$ cat src/vkd_pkg.sv
// vkd_pkg: shared types, codes and the threshold table for the vox keying detector
// no dependencies
`default_nettype none

package vkd_pkg;

    localparam int unsigned LEVEL_W    = 16;
    localparam int unsigned MODE_W     = 2;
    localparam int unsigned COUNT_W    = 16;
    localparam int unsigned SEL_W      = 4;
    localparam int unsigned HANG_W     = 10;
    localparam int unsigned BAR_W      = 7;
    localparam int unsigned THRESH_W   = 9;
    localparam int unsigned HANG_SHIFT = 6;
    localparam int unsigned CLIP_W     = 13;
    localparam int unsigned RECIP_W    = 13;
    localparam int unsigned PROD_W     = CLIP_W + RECIP_W;
    localparam int unsigned RECIP_SH   = 18;

    localparam logic [MODE_W-1:0]   MODE_QUIET    = 2'd0;
    localparam logic [MODE_W-1:0]   MODE_TX       = 2'd1;

    localparam logic [THRESH_W-1:0] ON_OFFSET     = 9'd150;
    localparam logic [THRESH_W-1:0] OFF_OFFSET    = 9'd145;
    localparam logic [COUNT_W-1:0]  ATTACK_TICKS  = 16'd4;
    localparam logic [CLIP_W-1:0]   BAR_MAX       = 13'd5000;
    localparam logic [RECIP_W-1:0]  BAR_RECIP     = 13'd5243;
    localparam logic [SEL_W-1:0]    SEL_MAX       = 4'd9;

    localparam int unsigned ADDR_W = 3;
    localparam int unsigned DATA_W = 32;
    localparam logic        REG_LEVEL_SELECT = 1'b0;
    localparam logic        REG_HANG_DELAY   = 1'b1;

    typedef struct packed {
        logic             start_tx;
        logic             end_tx;
        logic             bar_valid;
        logic [BAR_W-1:0] bar_value;
        logic             keyed;
    } t_result;

    function automatic logic [THRESH_W-1:0] thresh_base(input logic [SEL_W-1:0] sel);
        logic [SEL_W-1:0] idx;
        logic [THRESH_W-1:0] base;
        idx = (sel > SEL_MAX) ? SEL_MAX : sel;
        case (idx)
            4'd0:    base = 9'h000;
            4'd1:    base = 9'h002;
            4'd2:    base = 9'h004;
            4'd3:    base = 9'h006;
            4'd4:    base = 9'h00A;
            4'd5:    base = 9'h03C;
            4'd6:    base = 9'h06E;
            4'd7:    base = 9'h0A0;
            4'd8:    base = 9'h0D2;
            default: base = 9'h104;
        endcase
        return base;
    endfunction

endpackage

`default_nettype wire

$ cat src/vkd_meter.sv
// vkd_meter: meter bar value, level clipped at 5000 then divided by 50
// depends on vkd_pkg
`default_nettype none

module vkd_meter
    import vkd_pkg::*;
(
    input  wire logic [LEVEL_W-1:0] i_level,
    output logic      [BAR_W-1:0]   o_bar_value
);

    logic [CLIP_W-1:0] clipped;
    logic [PROD_W-1:0] prod;

    // divide by 50 through the reciprocal 5243/262144, exact up to 5000
    always_comb begin
        clipped = (i_level > LEVEL_W'(BAR_MAX)) ? BAR_MAX : i_level[CLIP_W-1:0];
        prod    = PROD_W'(clipped) * PROD_W'(BAR_RECIP);
    end

    assign o_bar_value = prod[RECIP_SH +: BAR_W];

endmodule

`default_nettype wire

$ cat src/vkd_core.sv
// vkd_core: hysteresis compare, attack and hang counter, keyed state
// depends on vkd_pkg
`default_nettype none

module vkd_core
    import vkd_pkg::*;
(
    input  wire logic               i_clk,
    input  wire logic               i_rst_n,
    input  wire logic               i_advance,
    input  wire logic [LEVEL_W-1:0] i_level,
    input  wire logic [MODE_W-1:0]  i_mode,
    input  wire logic               i_gate,
    input  wire logic [SEL_W-1:0]   i_level_select,
    input  wire logic [HANG_W-1:0]  i_hang_delay,
    input  wire logic [BAR_W-1:0]   i_bar_value,
    output t_result                 o_result
);

    logic               r_keyed;
    logic               n_keyed;
    logic [COUNT_W-1:0] r_count;
    logic [COUNT_W-1:0] n_count;

    logic [THRESH_W-1:0] base;
    logic [LEVEL_W-1:0]  on_level;
    logic [LEVEL_W-1:0]  off_level;
    logic                voiced;
    logic                start_tx;
    logic                end_tx;
    logic                bar_valid;

    always_comb begin
        base      = thresh_base(i_level_select);
        on_level  = LEVEL_W'(base) + LEVEL_W'(ON_OFFSET);
        off_level = LEVEL_W'(base) + LEVEL_W'(OFF_OFFSET);
        if (i_level >= on_level) begin
            voiced = 1'b1;
        end else if (i_level <= off_level) begin
            voiced = 1'b0;
        end else begin
            voiced = r_keyed;
        end

        n_keyed   = r_keyed;
        n_count   = r_count;
        start_tx  = 1'b0;
        end_tx    = 1'b0;
        bar_valid = 1'b0;
        if (i_gate) begin
            if (!voiced || i_mode != MODE_QUIET) begin
                if (!voiced && i_mode == MODE_TX) begin
                    // hang timing while transmitting in silence
                    n_count   = r_count + COUNT_W'(1);
                    bar_valid = 1'b1;
                    if (r_count[COUNT_W-1:HANG_SHIFT] >= i_hang_delay) begin
                        n_keyed = 1'b0;
                        n_count = '0;
                        end_tx  = 1'b1;
                    end
                end else begin
                    bar_valid = r_keyed;
                    n_count   = '0;
                end
            end else begin
                // attack qualification while quiet
                n_count = r_count + COUNT_W'(1);
                if (r_count > ATTACK_TICKS) begin
                    n_keyed  = 1'b1;
                    start_tx = 1'b1;
                end
            end
        end
    end

    always_ff @(posedge i_clk) begin
        if (!i_rst_n) begin
            r_keyed <= 1'b0;
            r_count <= '0;
        end else if (i_advance) begin
            r_keyed <= n_keyed;
            r_count <= n_count;
        end
    end

    assign o_result = '{
        start_tx:  start_tx,
        end_tx:    end_tx,
        bar_valid: bar_valid,
        bar_value: i_bar_value,
        keyed:     n_keyed
    };

endmodule

`default_nettype wire

$ cat src/vox_keying_detector_unit.sv
// vox_keying_detector_unit: top level, input register, result register, config port
// depends on vkd_pkg, vkd_meter, vkd_core
//
//   channel   handshake             beat
//   input     i_valid / o_stall     i_audio_level, i_radio_mode, i_gate_open
//   result    o_valid / i_stall     o_start_tx, o_end_tx, o_bar_valid, o_bar_value, o_keyed
//   config    psel/penable/pready   paddr, pwdata, pwrite, prdata
//
// one beat per cycle sustained unless stalled; input register first, then result register
// the keyed flag and tick counter update as a beat moves from the input to the result register
// a stalled result holds; while the result waits the input register takes a beat only if empty
// synchronous active-low reset clears control state, keyed flag, counter and config
`default_nettype none

module vox_keying_detector_unit
    import vkd_pkg::*;
(
    input  wire logic               i_clk,
    input  wire logic               i_rst_n,

    input  wire logic               i_valid,
    output logic                    o_stall,
    input  wire logic [LEVEL_W-1:0] i_audio_level,
    input  wire logic [MODE_W-1:0]  i_radio_mode,
    input  wire logic               i_gate_open,

    output logic                    o_valid,
    input  wire logic               i_stall,
    output logic                    o_start_tx,
    output logic                    o_end_tx,
    output logic                    o_bar_valid,
    output logic      [BAR_W-1:0]   o_bar_value,
    output logic                    o_keyed,

    input  wire logic               psel,
    input  wire logic               penable,
    input  wire logic               pwrite,
    input  wire logic [ADDR_W-1:0]  paddr,
    input  wire logic [DATA_W-1:0]  pwdata,
    output logic      [DATA_W-1:0]  prdata,
    output logic                    pready
);

    logic               sel_addr;
    logic [SEL_W-1:0]   r_sel;
    logic [HANG_W-1:0]  r_hang_delay;

    logic               r_in_vld;
    logic [LEVEL_W-1:0] r_in_level;
    logic [MODE_W-1:0]  r_in_mode;
    logic               r_in_gate;

    logic               r_out_vld;
    t_result            r_out;

    logic               advance;
    logic               accept;
    logic [BAR_W-1:0]   bar_value;
    t_result            result;

    assign pready = 1'b1;
    assign sel_addr = (paddr[2] == REG_LEVEL_SELECT);

    always_ff @(posedge i_clk) begin
        if (!i_rst_n) begin
            r_sel        <= '0;
            r_hang_delay <= '0;
        end else if (psel && penable && pwrite && pready) begin
            if (sel_addr) begin
                r_sel <= pwdata[SEL_W-1:0];
            end else begin
                r_hang_delay <= pwdata[HANG_W-1:0];
            end
        end
    end

    always_comb begin
        if (paddr[2] == REG_HANG_DELAY) begin
            prdata = DATA_W'(r_hang_delay);
        end else begin
            prdata = DATA_W'(r_sel);
        end
    end

    assign advance = r_in_vld && (!r_out_vld || !i_stall);
    assign o_stall = r_in_vld && !advance;
    assign accept  = i_valid && !o_stall;

    always_ff @(posedge i_clk) begin
        if (!i_rst_n) begin
            r_in_vld <= 1'b0;
        end else if (accept) begin
            r_in_vld <= 1'b1;
        end else if (advance) begin
            r_in_vld <= 1'b0;
        end
    end

    always_ff @(posedge i_clk) begin
        if (accept) begin
            r_in_level <= i_audio_level;
            r_in_mode  <= i_radio_mode;
            r_in_gate  <= i_gate_open;
        end
    end

    vkd_meter u_meter (
        .i_level     (r_in_level),
        .o_bar_value (bar_value)
    );

    vkd_core u_core (
        .i_clk          (i_clk),
        .i_rst_n        (i_rst_n),
        .i_advance      (advance),
        .i_level        (r_in_level),
        .i_mode         (r_in_mode),
        .i_gate         (r_in_gate),
        .i_level_select (r_sel),
        .i_hang_delay   (r_hang_delay),
        .i_bar_value    (bar_value),
        .o_result       (result)
    );

    always_ff @(posedge i_clk) begin
        if (!i_rst_n) begin
            r_out_vld <= 1'b0;
        end else if (advance) begin
            r_out_vld <= 1'b1;
        end else if (!i_stall) begin
            r_out_vld <= 1'b0;
        end
    end

    always_ff @(posedge i_clk) begin
        if (advance) begin
            r_out <= result;
        end
    end

    assign o_valid     = r_out_vld;
    assign o_start_tx  = r_out.start_tx;
    assign o_end_tx    = r_out.end_tx;
    assign o_bar_valid = r_out.bar_valid;
    assign o_bar_value = r_out.bar_value;
    assign o_keyed     = r_out.keyed;

endmodule

`default_nettype wire

$ cat config.mk
export PLATFORM = sky130hd
export DESIGN_NAME = vox_keying_detector_unit
export DESIGN_NICKNAME = d
export VERILOG_FILES = /design/src/vkd_pkg.sv /design/src/vkd_meter.sv /design/src/vkd_core.sv /design/src/vox_keying_detector_unit.sv
export SDC_FILE = /design/constraint.sdc
export NUM_CORES = 1
export LEC_CHECK = 0
export BUFFER_PORTS_ARGS = -buffer_cell sky130_fd_sc_hd__buf_2
export CORE_AREA = 2 2 138 140
export DETAILED_ROUTE_END_ITERATION = 6
export DIE_AREA = 0 0 140 142
export GPL_TIMING_DRIVEN = 0
export PLACE_DENSITY = 0.66
export SLEW_MARGIN = 10
export SYNTH_ARGS = -nofsm -noshare
export SYNTH_HDL_FRONTEND = slang
export SYNTH_SLANG_ARGS = --single-unit
$ cat constraint.sdc
create_clock -name i_clk -period 8.5 [get_ports i_clk]
set_clock_uncertainty 0.15 [all_clocks]
set_input_delay 0.425 -clock i_clk [delete_from_list [all_inputs] [get_ports i_clk]]
set_output_delay 0.425 -clock i_clk [all_outputs]
set_load 0.02 [all_outputs]
### After elaboration in Yosys (flattened, before gate mapping)

Memories as Yosys holds them, arrays and structs flattened.
Index checks and enable logic that the tools add are counted.

* output and inout port bits: 46
* memories kept: 1
* word-level logic and storage cells: 70
* bits in registers: 63
* ROM bits: 128

Memory list
* (no name shown): depth 16, bits a word 8, rd ports 1, clocked after memory_dff 0, wr ports 0, line vkd_pkg.sv:47 `case (idx)`

* magnitude comparators: 6
* $add $sub $neg: 3
* reduce and logical (&&, ||, !) cells: 21
* multipliers: 1
* bitwise gates (word level): 2
* equality and inequality tests: 2
* muxes and demuxes: 20

Operators with widths (count)
* $mux 16: 3
* $mul 13x13->25 const B: 1
* $add 9x8->10 const B: 2
* $add 16x1->16 const B: 1
* $ge 16x16->1: 1
* $gt 16x13->1 const B: 1
* $gt 16x3->1 const B: 1
* $le 16x16->1: 1
* $mux 1: 14
* $mux 13: 1
* $ge 10x10->1: 1
* $mux 10: 1
* $reduce_and 2->1: 4
* $logic_and 1x1->1: 6
* $logic_not 1->1: 5
* $gt 4x4->1 const B: 1
* $mux 4: 1
* $reduce_bool 2->1: 2
* $reduce_and 3->1: 1
* $eq 2x1->1 const B: 1
* $logic_or 1x1->1: 2
* $ne 2x1->1 const B: 1
* $not 1->1: 2
* $reduce_or 2->1: 1

### Longest topological paths before layout

Gate-level depths: netlist of run 1.
An unclocked memory read counts as a cell.

* word-level depth: 12
* depth in mapped cells: 28
* mapped depth without buffers: 26

### Modules after synthesis

From an unflattened synthesis of run 1, not the netlist that was laid out.

* cells, all modules: 772
* area total of the unflattened synthesis: 7188.1 um2

By module, submodules not included
* vkd_meter: area an instance 3339.5 um2, sequential area each 0.0 um2, cells an instance 377, instances 1
* vkd_core: area an instance 2047.0 um2, sequential area each 340.3 um2, cells an instance 262, instances 1
* vox_keying_detector_unit: area an instance 1801.7 um2, sequential area each 1221.2 um2, cells an instance 133, instances 1

### Worst setup path after synthesis of run 1

No wires, ideal clock.

* path type: register to register
* from: register r_in_level[5]
* to: register r_out, in the netlist o_bar_value[6], data pin
* path slack: 2316 ps
* data arrival time: 5878 ps
* required time: 8193 ps
* library setup time: 157 ps
* cell stages (with the launch flop): 25
* path through: edfxtp_1 -> clkbuf_1 -> nor4_1 -> o211ai_1 -> nand2_1 -> clkbuf_1 -> nand2_1 -> inv_1 -> fa_1 -> ha_1 -> inv_1 -> fa_1 -> inv_1 -> fa_1 -> inv_1 -> fa_1 -> inv_1 -> ha_1 -> nand3_1 -> nor2_1 -> a221o_1 -> o2bb2ai_1 -> o21a_1 -> and4_1 -> nor3_1

* word-level cells in the longest chain between the ends: 3

RTL lines
* start: declaration: line vox_keying_detector_unit.sv:49 `logic [LEVEL_W-1:0] r_in_level;`
* start signal: assignment: line vox_keying_detector_unit.sv:101 `r_in_level <= i_audio_level;`
* $gt 16x13->1: line vkd_meter.sv:17 `clipped = (i_level > LEVEL_W'(BAR_MAX)) ? BAR_MAX : i_level[CLIP_W-1:0];`
* $mux 13 *: line vkd_meter.sv:17
* $mul 13x13->25 *: line vkd_meter.sv:18 `prod = PROD_W'(clipped) * PROD_W'(BAR_RECIP);`
* via bar_value[6]: line vox_keying_detector_unit.sv:58 `logic [BAR_W-1:0] bar_value;`
* end signal: assignment: line vox_keying_detector_unit.sv:137 `r_out <= result;`
* end: declaration: line vox_keying_detector_unit.sv:54 `t_result r_out;`

The timed path passes the listed nets; every way through them passes the cells marked *.
A chain may end at the register's enable or synchronous reset.

### Worst setup path after layout of run 1

Same ends and word-level chain as after synthesis.

==> flow_summary_export.csv, run 1 <==
group,metric,value,unit
run_status,run_status,"finished with violations",
run_status,failed_checks,"design-rule violations",
global_routing,grt_overflow,0,
drt,vias,5332,
pwr,vdd_drop_max,0.000163,V
synth,avgSynthCellArea,9.32,um^2
drt,wl,15.1,mm
synth,synthAdderAreaFrac,0.348,
hold_path,hold_path_end,"r_in_level[4]$_DFFE_PP_",
drt,post_drt_wl_per_cell,13.7,um
synth,synth_top_family_by_area,"adder cells",
synth,synth_most_common_cell,"ha_1",
setup_path,timing.rr.end,"o_bar_value[6]$_DFFE_PP_",
drt,first_pass_iters,7,
placed_design,io_buffers,59,
floorplan,die_w,140,um
placed_design,hpwl,12.8,mm
timing,grt_setup_unrepaired,"no",
setup_path,crit_path_cell_trace,"clkbuf_1 > nor4_1 > o211ai_1 > nand2_1 > clkbuf_1 > nand2_1 > inv_1 > fa_1 > ha_1 > inv_1 > fa_1 > inv_1 > fa_1 > inv_1 > fa_1 > inv_1 > ha_1 > nand2_1 > o211ai_1 > a221o_1 > o2bb2ai_1 > o21a_1 > nor4_1 > nor3_1",
clock_tree,cts_max_path_buffers,2,
clock_tree,cts_tree,"done",
drt,drt-initial-drc-count,236,
hold_path,hold_path_startpoint,"i_audio_level[4]",
setup_path,crit_buf_inv,7,
timing,relSlewSlack,0.551,
synth,synth_mux_area_frac,0.0160,
setup_path,reg2reg_depth,24,
setup_path,arrival,6.98,ns
synth,netlist_area,0.00720,mm^2
synth,synth_area_leaders,"ha_1, fa_1, edfxtp_1",
floorplan,core_area,0.0185,mm^2
hold_path,hold_path_class,"in -> reg",
synth,synth_top_area_frac,0.217,
timing,setup_viol,0,
finish,fin_util,0.445,
clock_tree,clk_pin_slew_worst_paths,0.06,ns
synth,syn_inst,773,
synth,synth-compound-area-share,0.116,
setup_path,cp.required,8.44,ns
clock_tree,htree_levels,3,
drt,avgViaCountPerCell,4.82,
setup_path,cpMostUsedCell,"inv_1",
clock_tree,cts_made_buffers,9,
clock_tree,worstSkewPairLatency,0.34,ns
synth,yosys-top-cells-count,"ha_1, inv_1, nand2_1, fa_1, dfxtp_1",
setup_path,worstSetupStartpointType,"register",
clock_tree,cts_resized,0,
job,drv_cap,0,
clock_tree,cts_root_buffer,"clkbuf_16",
finish,diodes,0,
synth,yosysSeqAreaShare,0.217,
synth,ys_async_sr_fraction,0,
timing,fin_hold_ws,0.112,ns
finish,drive_above_1_share,0.154,
drt,drtAntennaViolNets,0,
drt,drc_errors,1,
setup_path,rrSetupSlack,1.46,ns
setup_path,path_class,"reg -> reg",
global_routing,antenna_found_initial,0,
setup_path,cpLargestDelayFamily,"adder cells",
timing,finalHoldViolCount,0,
synth,yosys.area.top_type,"ha_1",
timing,drv_slew,0,
global_routing,grt_pass1_vias,5265,
setup_path,crit_path_end_kind,"register",
synth,synth_edf_count,30,
setup_path,cp_max_fo,10,
clock_tree,cts_setup_buffers,0,
synth,yosysWarningCount,0,
setup_path,rr_startpoint,"r_in_level[5]$_DFFE_PP_",
pwr,p_leak,4.00,nW
setup_path,critical-path-max-stage-delay,0.53,ns
synth,synth_cell_type_count,66,
floorplan,die-area,0.0199,mm^2
floorplan,io-pin-count,107,
global_routing,track_usage,0.160,
floorplan,fp-row-count,50,
synth,synth_xor_area_frac,0.0535,
global_routing,grt_pass1_wl,25.5,mm
pwr,power_density,140,mW/mm^2
timing,finalCritPeriodShare,0.829,
floorplan,start_util,0.390,
clock_tree,postCtsHoldBufs,0,
timing,fin_crit,7.04,ns
synth,synth_flop_cell,"dfxtp_1",
setup_path,cp_slowest_cell,"fa_1",
global_routing,grt_max_degree,14,
finish,area_growth,14.1,%
hold_path,whs_path_depth,1,
timing,tightest_slew,0.671,ns
placed_design,gp_congestion,0.901,
synth,yosys_register_bits,63,
timing,fin_tns_setup,0,ns
timing,max_freq,142,MHz
synth,yosys.area_share.simple,0.159,
clock_tree,clock-sinks,63,
finish,final_nets,1100,
floorplan,fp.dieH,142,um
## how the worst max path moves through the flow
stage,end,start,cells past startpoint,slack [ns]
2_1_floorplan,o_bar_value[6]$_DFFE_PP_,r_in_level[5]$_DFFE_PP_,24,2.32
3_3_place_gp,o_bar_value[6]$_DFFE_PP_,r_in_level[5]$_DFFE_PP_,24,1.50
3_5_place_dp,o_bar_value[6]$_DFFE_PP_,r_in_level[5]$_DFFE_PP_,24,1.51
4_1_cts,o_bar_value[6]$_DFFE_PP_,r_in_level[5]$_DFFE_PP_,24,1.48
5_1_grt,o_bar_value[6]$_DFFE_PP_,r_in_level[5]$_DFFE_PP_,24,0.98
6_report,o_bar_value[6]$_DFFE_PP_,r_in_level[5]$_DFFE_PP_,24,1.46
## sequential cells by signal, indices dropped and copies added, names as in the netlist
name and flops:
o_keyed 1, r_in_level 16, o_bar_value 7, o_start_tx 1
o_valid 1, o_bar_valid 1, r_in_vld 1, r_sel 4
r_hang_delay 10, r_in_mode 2, u_core.r_count 16, o_end_tx 1
r_in_gate 1, u_core.r_keyed 1
## cell type report
type | count | area [um^2]
sequential | 63 | 1560
timing repair buffer | 60 | 310
clock buffer | 10 | 250
tap | 234 | 293
inverter | 103 | 387
clock inverter | 6 | 73.8
fill | 1755 | 10200
buffer | 45 | 264
multi-input combinational | 585 | 5080
## per-stage QoR
stage	cell area, um^2	instances	total power, W	setup WS, ns
after floorplan	7290	796	0.000666	2.32
after global placement	7880	1089	0.000753	1.50
after detailed placement	7900	1090	0.000760	1.51
after CTS	8220	1106	0.00116	1.48
after global routing	8220	1106	0.00124	0.984
final	8220	1106	0.00115	1.46
## logic make-up (layout without fill, tap and decap cells)
group                    Yosys count  count (layout)
flip-flops                        63              63
multiplexers                      11              11
buffers and inverters            148             224
AO/OA/AOI/OAI                    113             113
other                              2              25
XOR/XNOR                          44              44
AND/OR/NAND/NOR                  220             220
adder cells (fa/ha/maj)          172             172
## routing by layer
metal	up-vias	wire length [um]	track usage
met5	-	0	0
met4	0	147	0.0367
met1	2465	7570	0.225
met3	8	480	0.0269
met2	86	6930	0.260
li1	2773	-	-
## cell usage in the layout, fill, tap and decap left out, types with 17 or more instances in the layout
master,n
a21oi_1,19
and3_1,17
buf_2,60
buf_4,23
clkbuf_1,20
conb_1,25
dfxtp_1,33
edfxtp_1,30
fa_1,47
ha_1,125
inv_1,102
nand2_1,73
nor2_1,30
xnor2_1,32
## power by group
| group | leakage [nW] | internal [W] | switching, W |
|---|---|---|---|
| clock network | 0.161 | 0.000249 | 0.000149 |
| registers | 0.555 | 0.000339 | 0.00000933 |
| logic | 3.29 | 0.000174 | 0.000230 |
| total | 4.00 | 0.000762 | 0.000388 |
(Power assumes the default switching activity.)
==> run 2, diff against run 1 <==
ABC_AREA = 1   (was not set)
PLACE_DENSITY = 0.67   (was 0.66)
clock period = 6.7 ns   (was 8.5 ns; I/O delays follow)
==> flow_summary_export.csv, run 2 <==
group,metric,value,unit
run_status,run_status,"finished with violations",
run_status,failed_checks,"design-rule violations",
setup_path,critical-path-max-stage-delay,0.53,ns
clock_tree,clk_pin_slew_worst_paths,0.07,ns
floorplan,fp.dieH,142,um
clock_tree,cts_made_buffers,9,
floorplan,start_util,0.394,
hold_path,hold_path_class,"in -> reg",
finish,area_growth,13.5,%
setup_path,worstSetupStartpointType,"register",
synth,synth-compound-area-share,0.0997,
drt,drt-initial-drc-count,206,
global_routing,grt_overflow,0,
pwr,combPwrFrac,0.429,
drt,post_drt_wl_per_cell,12.6,um
pwr,power,0.00165,W
clock_tree,worstSkewPairLatency,0.34,ns
timing,finalCritPeriodShare,0.936,
synth,synth_cell_type_count,42,
finish,final_cell_mix,"inv_1, ha_1, nand2_1",
timing,grt_setup_unrepaired,"no",
floorplan,fp-row-count,50,
global_routing,grt_pass1_wl,26.3,mm
job,drv_cap,0,
drt,first_pass_iters,7,
synth,synth_top_family_by_area,"adder cells",
clock_tree,htree_levels,3,
synth,syn_inst,904,
setup_path,path_class,"reg -> reg",
drt,drc_errors,2,
setup_path,crit_path_end_kind,"register",
synth,netlist_area,0.00726,mm^2
timing,setup_viol,0,
timing,relSlewSlack,0.465,
finish,final_nets,1230,
drt,drtAntennaViolNets,0,
global_routing,grt_pass1_vias,5694,
setup_path,cpLargestDelayFamily,"adder cells",
synth,yosys_register_bits,63,
setup_path,arrival,6.19,ns
clock_tree,clock-sinks,63,
pwr,vdd_drop_max,0.000147,V
pwr,power_density,200,mW/mm^2
timing,tightest_slew,0.801,ns
finish,final_common_cell,"inv_1",
synth,yosysWarningCount,0,
synth,synth_edf_count,30,
drt,wl,15.5,mm
pwr,power_switching,0.000651,W
placed_design,placed_area,0.00794,mm^2
global_routing,grt_max_degree,20,
floorplan,die-area,0.0199,mm^2
setup_path,crit_buf_inv,5,
finish,design_area,0.00825,mm^2
floorplan,die_w,140,um
synth,synth_mux_area_frac,0,
global_routing,track_usage,0.164,
setup_path,cp_max_fo,9,
timing,drv_slew,0,
placed_design,gp_congestion,0.879,
drt,vias,5820,
synth,synth_top_area_frac,0.215,
synth,synth_most_common_cell,"inv_1",
floorplan,io-pin-count,107,
timing,fin_crit,6.27,ns
synth,synth_area_leaders,"ha_1, fa_1, edfxtp_1",
clock_tree,postCtsHoldBufs,0,
finish,diodes,0,
pwr,p_leak,4.24,nW
finish,fin_util,0.447,
clock_tree,cts_max_path_buffers,2,
setup_path,cpMostUsedCell,"inv_1",
drt,avgViaCountPerCell,4.71,
clock_tree,cts_tree,"done",
floorplan,core_area,0.0185,mm^2
pwr,p_clk_frac,0.298,
timing,fin_tns_setup,0,ns
timing,finalHoldViolCount,0,
synth,synth_xor_area_frac,0.0312,
synth,yosysSeqAreaShare,0.215,
placed_design,io_buffers,59,
clock_tree,cts_root_buffer,"clkbuf_16",
setup_path,cp_slowest_cell,"fa_1",
pwr,power.share.switching,0.396,
synth,avgSynthCellArea,8.03,um^2
finish,drive_above_1_share,0.146,
pwr,intPower,0.000994,W
finish,largestRegisters,"r_in_level: 16 flops, u_core.r_count: 16 flops, r_hang_delay: 10 flops",
global_routing,antenna_found_initial,0,
synth,ys_async_sr_fraction,0,
synth,yosys.area.top_type,"ha_1",
synth,synthAdderAreaFrac,0.345,
placed_design,hpwl,13.0,mm
setup_path,cp.required,6.62,ns
synth,synth_flop_cell,"dfxtp_1",
timing,max_freq,160,MHz
synth,yosys.area_share.simple,0.180,
synth,yosys-top-cells-count,"inv_1, ha_1, nand2_1, nor2_1, a21oi_1",
pwr,seqPwrFrac,0.272,
[run 2: final cells by class]
class / instances / area, um^2
Buffer: 29 / 203
Inverter: 194 / 728
Tap cell: 234 / 293
Sequential cell: 63 / 1560
Clock buffer: 9 / 225
Multi-Input combinational cell: 641 / 4860
Fill cell: 1824 / 10200
Timing Repair Buffer: 59 / 295
Clock inverter: 7 / 77.6
[run 2: metal layers]
| layer | wire length [um] | up-vias | share of wire | global-route usage |
|---|---|---|---|---|
| met4 | 261 | 0 | 0.017 | 0.0431 |
| met1 | 6990 | 2613 | 0.45 | 0.200 |
| met5 | 0 | - | 0 | 0 |
| li1 | - | 3051 | - | - |
| met2 | 7410 | 133 | 0.48 | 0.291 |
| met3 | 855 | 23 | 0.055 | 0.0410 |
[run 2: final timing paths]
path	from	endpoint	slack, ns	depth (start not counted)
worst max-delay path	r_in_level[15]$_DFFE_PP_	o_bar_value[4]$_DFFE_PP_	0.43	25
worst min-delay path	i_audio_level[1]	r_in_level[1]$_DFFE_PP_	0.02	1
worst max register to register	r_in_level[15]$_DFFE_PP_	o_bar_value[4]$_DFFE_PP_	0.43	25
worst min register to register	r_hang_delay[6]$_SDFFE_PN0P_	r_hang_delay[6]$_SDFFE_PN0P_	0.34	2
[run 2: power groups by stage]
stage	clock network (W)	registers, W	logic [W]
floorplan	0	0.000467	0.000533
CTS	0.000503	0.000448	0.000713
global placement	0	0.000456	0.000699
global route	0.000521	0.000451	0.000826
finish	0.000491	0.000448	0.000706
detailed placement	0	0.000457	0.000707
[run 2: cell families after synthesis]
| family | after synthesis |
|---|---|
| adders and majority gates | 172 |
| xor gates and xnor gates | 25 |
| other | 2 |
| and+or+nand+nor | 289 |
| AOI/OAI and AO/OA | 130 |
| buffers and inverters | 223 |
| DFF | 63 |
[run 2: repair_timing]
action,in CTS,in global routing
endpoints found under the setup margin,0,3
setup buffers,0,0
resized for setup,0,2
[run 2: through the flow]
step / hold WS [ns] / worst slack, ns / cells
2_1_floorplan: 0.284 / 0.988 / 927
4_1_cts: 0.00684 / 0.175 / 1236
5_1_grt: 0.00396 / 0.0262 / 1236
3_3_place_gp: 0.326 / 0.269 / 1220
6_report: 0.0167 / 0.431 / 1236
3_5_place_dp: 0.325 / 0.197 / 1220
==> run 3, diff against run 2 <==
RECOVER_POWER = 50   (was not set)
==> flow_summary_export.csv, run 3 (synthesis gave the netlist of run 2 again) <==
group,metric,value,unit
run_status,run_status,"finished with violations",
run_status,failed_checks,"design-rule violations",
clock_tree,cts_setup_buffers,0,
timing,tightest_slew,1.18,ns
clock_tree,cts_made_buffers,9,
setup_path,cp_max_fo,9,
job,drv_cap,0,
floorplan,fp.dieH,142,um
setup_path,startpoint,"r_in_level[15]$_DFFE_PP_",
placed_design,gp_congestion,0.879,
floorplan,die_w,140,um
timing,finalHoldViolCount,0,
setup_path,rrSetupSlack,0.43,ns
finish,fin_cells,1236,
clock_tree,cts_root_buffer,"clkbuf_16",
finish,drive_above_1_share,0.130,
clock_tree,cts_max_path_buffers,2,
finish,diodes,0,
floorplan,io-pin-count,107,
global_routing,track_usage,0.164,
setup_path,crit_path_end_kind,"register",
drt,vias,5830,
floorplan,core_area,0.0185,mm^2
global_routing,grt_max_degree,20,
timing,fin_crit,6.27,ns
finish,final_nets,1230,
setup_path,rr_startpoint,"r_in_level[15]$_DFFE_PP_",
drt,drt-initial-drc-count,207,
global_routing,grt_overflow,0,
drt,drtAntennaViolNets,0,
finish,area_growth,13.2,%
setup_path,arrival,6.19,ns
finish,largestRegisters,"r_in_level: 16 flops, u_core.r_count: 16 flops, r_hang_delay: 10 flops",
finish,fillCellCount,1826,
drt,wl,15.5,mm
setup_path,endpoint,"o_bar_value[4]$_DFFE_PP_",
placed_design,io_buffers,59,
finish,fin_util,0.446,
pwr,vdd_drop_max,0.000147,V
timing,setup_viol,0,
clock_tree,postCtsHoldBufs,0,
drt,avgViaCountPerCell,4.72,
drt,first_pass_iters,7,
setup_path,worstSetupStartpointType,"register",
timing,relSlewSlack,0.213,
finish,final_common_cell,"inv_1",
clock_tree,worstSkewPairLatency,0.34,ns
setup_path,path_class,"reg -> reg",
timing,max_freq,160,MHz
drt,drc_errors,2,
timing,fin_hold_ws,0.0168,ns
pwr,power_density,200,mW/mm^2
finish,final_cell_mix,"inv_1, ha_1, nand2_1",
timing,grt_setup_unrepaired,"no",
global_routing,grt_pass1_wl,26.3,mm
floorplan,die-area,0.0199,mm^2
floorplan,start_util,0.394,
global_routing,antenna_found_initial,0,
placed_design,place_inst,1220,
pwr,p_leak,4.20,nW
setup_path,timing.rr.end,"o_bar_value[4]$_DFFE_PP_",
clock_tree,clock-sinks,63,
setup_path,reg2reg_depth,25,
timing,drv_slew,0,
drt,post_drt_wl_per_cell,12.6,um
placed_design,hpwl,13.0,mm
hold_path,hold_path_class,"in -> reg",
global_routing,grt_pass1_vias,5694,
clock_tree,htree_levels,3,
timing,fin_tns_setup,0,ns
clock_tree,cts_tree,"done",
setup_path,cp.required,6.62,ns
floorplan,fp-row-count,50,
clock_tree,clk_pin_slew_worst_paths,0.07,ns
timing,finalCritPeriodShare,0.936,
-- run 3: repair_timing --
item                                   4_1_cts  5_1_grt
gates resized for setup                      0        2
endpoints found under the hold margin        0        0
setup endpoints to repair                    0        3
-- run 3: cell type report --
type	instances	area (um^2)	area share
inverters	194	728	0.0885
clock buffers	9	225	0.0274
plain buffers	29	203	0.0246
well taps	234	293	0.0356
clock inverters	7	77.6	0.00943
flip-flops and latches	63	1560	0.190
repair buffers	59	277	0.0336
multi-input cells	641	4860	0.591
-- run 3: layer usage --
layer,part of all wire,GRT usage,vias to the layer above
li1,-,-,3052
met1,0.45,0.200,2621
met2,0.48,0.291,134
met3,0.056,0.0410,23
met4,0.017,0.0431,0
met5,0,0,-
-- run 3: metrics by stage --
stage               cell area [um^2]  total power (W)  worst slack (ns)
global route                    8220          0.00179            0.0262
CTS                             8240          0.00166             0.175
detailed placement              7940          0.00116             0.197
global placement                7940          0.00115             0.269
finish                          8220          0.00164             0.431
floorplan                       7350          0.00100             0.988
-- run 3: report_power, final --
part	switching, W	internal (W)	total [W]	leakage (nW)
clock network	0.000198	0.000293	0.000491	0.153
registers	0.0000130	0.000436	0.000449	0.557
logic	0.000441	0.000263	0.000703	3.49
-- run 3: how the worst min path moves through the flow --
stage / cells after the start / slack [ns] / startpoint / end
2_1_floorplan: 0 / 0.28 / i_gate_open / r_in_gate$_DFFE_PP_
4_1_cts: 1 / 0.007 / i_audio_level[8] / r_in_level[8]$_DFFE_PP_
5_1_grt: 1 / 0.004 / i_audio_level[1] / r_in_level[1]$_DFFE_PP_
3_3_place_gp: 2 / 0.33 / r_hang_delay[5]$_SDFFE_PN0P_ / r_hang_delay[5]$_SDFFE_PN0P_
3_5_place_dp: 2 / 0.33 / r_hang_delay[5]$_SDFFE_PN0P_ / r_hang_delay[5]$_SDFFE_PN0P_
6_report: 1 / 0.02 / i_audio_level[1] / r_in_level[1]$_DFFE_PP_
-- run 3: critical path, cell delays in order, from the launching register on --
cell	delay [ns]
edfxtp_1	0.40
nor2_4	0.15
nand3_2	0.27
nand2_1	0.23
nand2_2	0.11
nand2_4	0.12
inv_1	0.14
nor2_2	0.36
inv_1	0.13
nor2_1	0.24
o21bai_1	0.16
inv_1	0.10
fa_1	0.42
fa_1	0.46
fa_1	0.49
inv_1	0.05
fa_1	0.53
inv_1	0.04
ha_1	0.35
nand2_1	0.11
nor4_1	0.39
nand2_1	0.11
o21ai_0	0.17
a211oi_1	0.06
o21ai_1	0.14
xor2_1	0.11
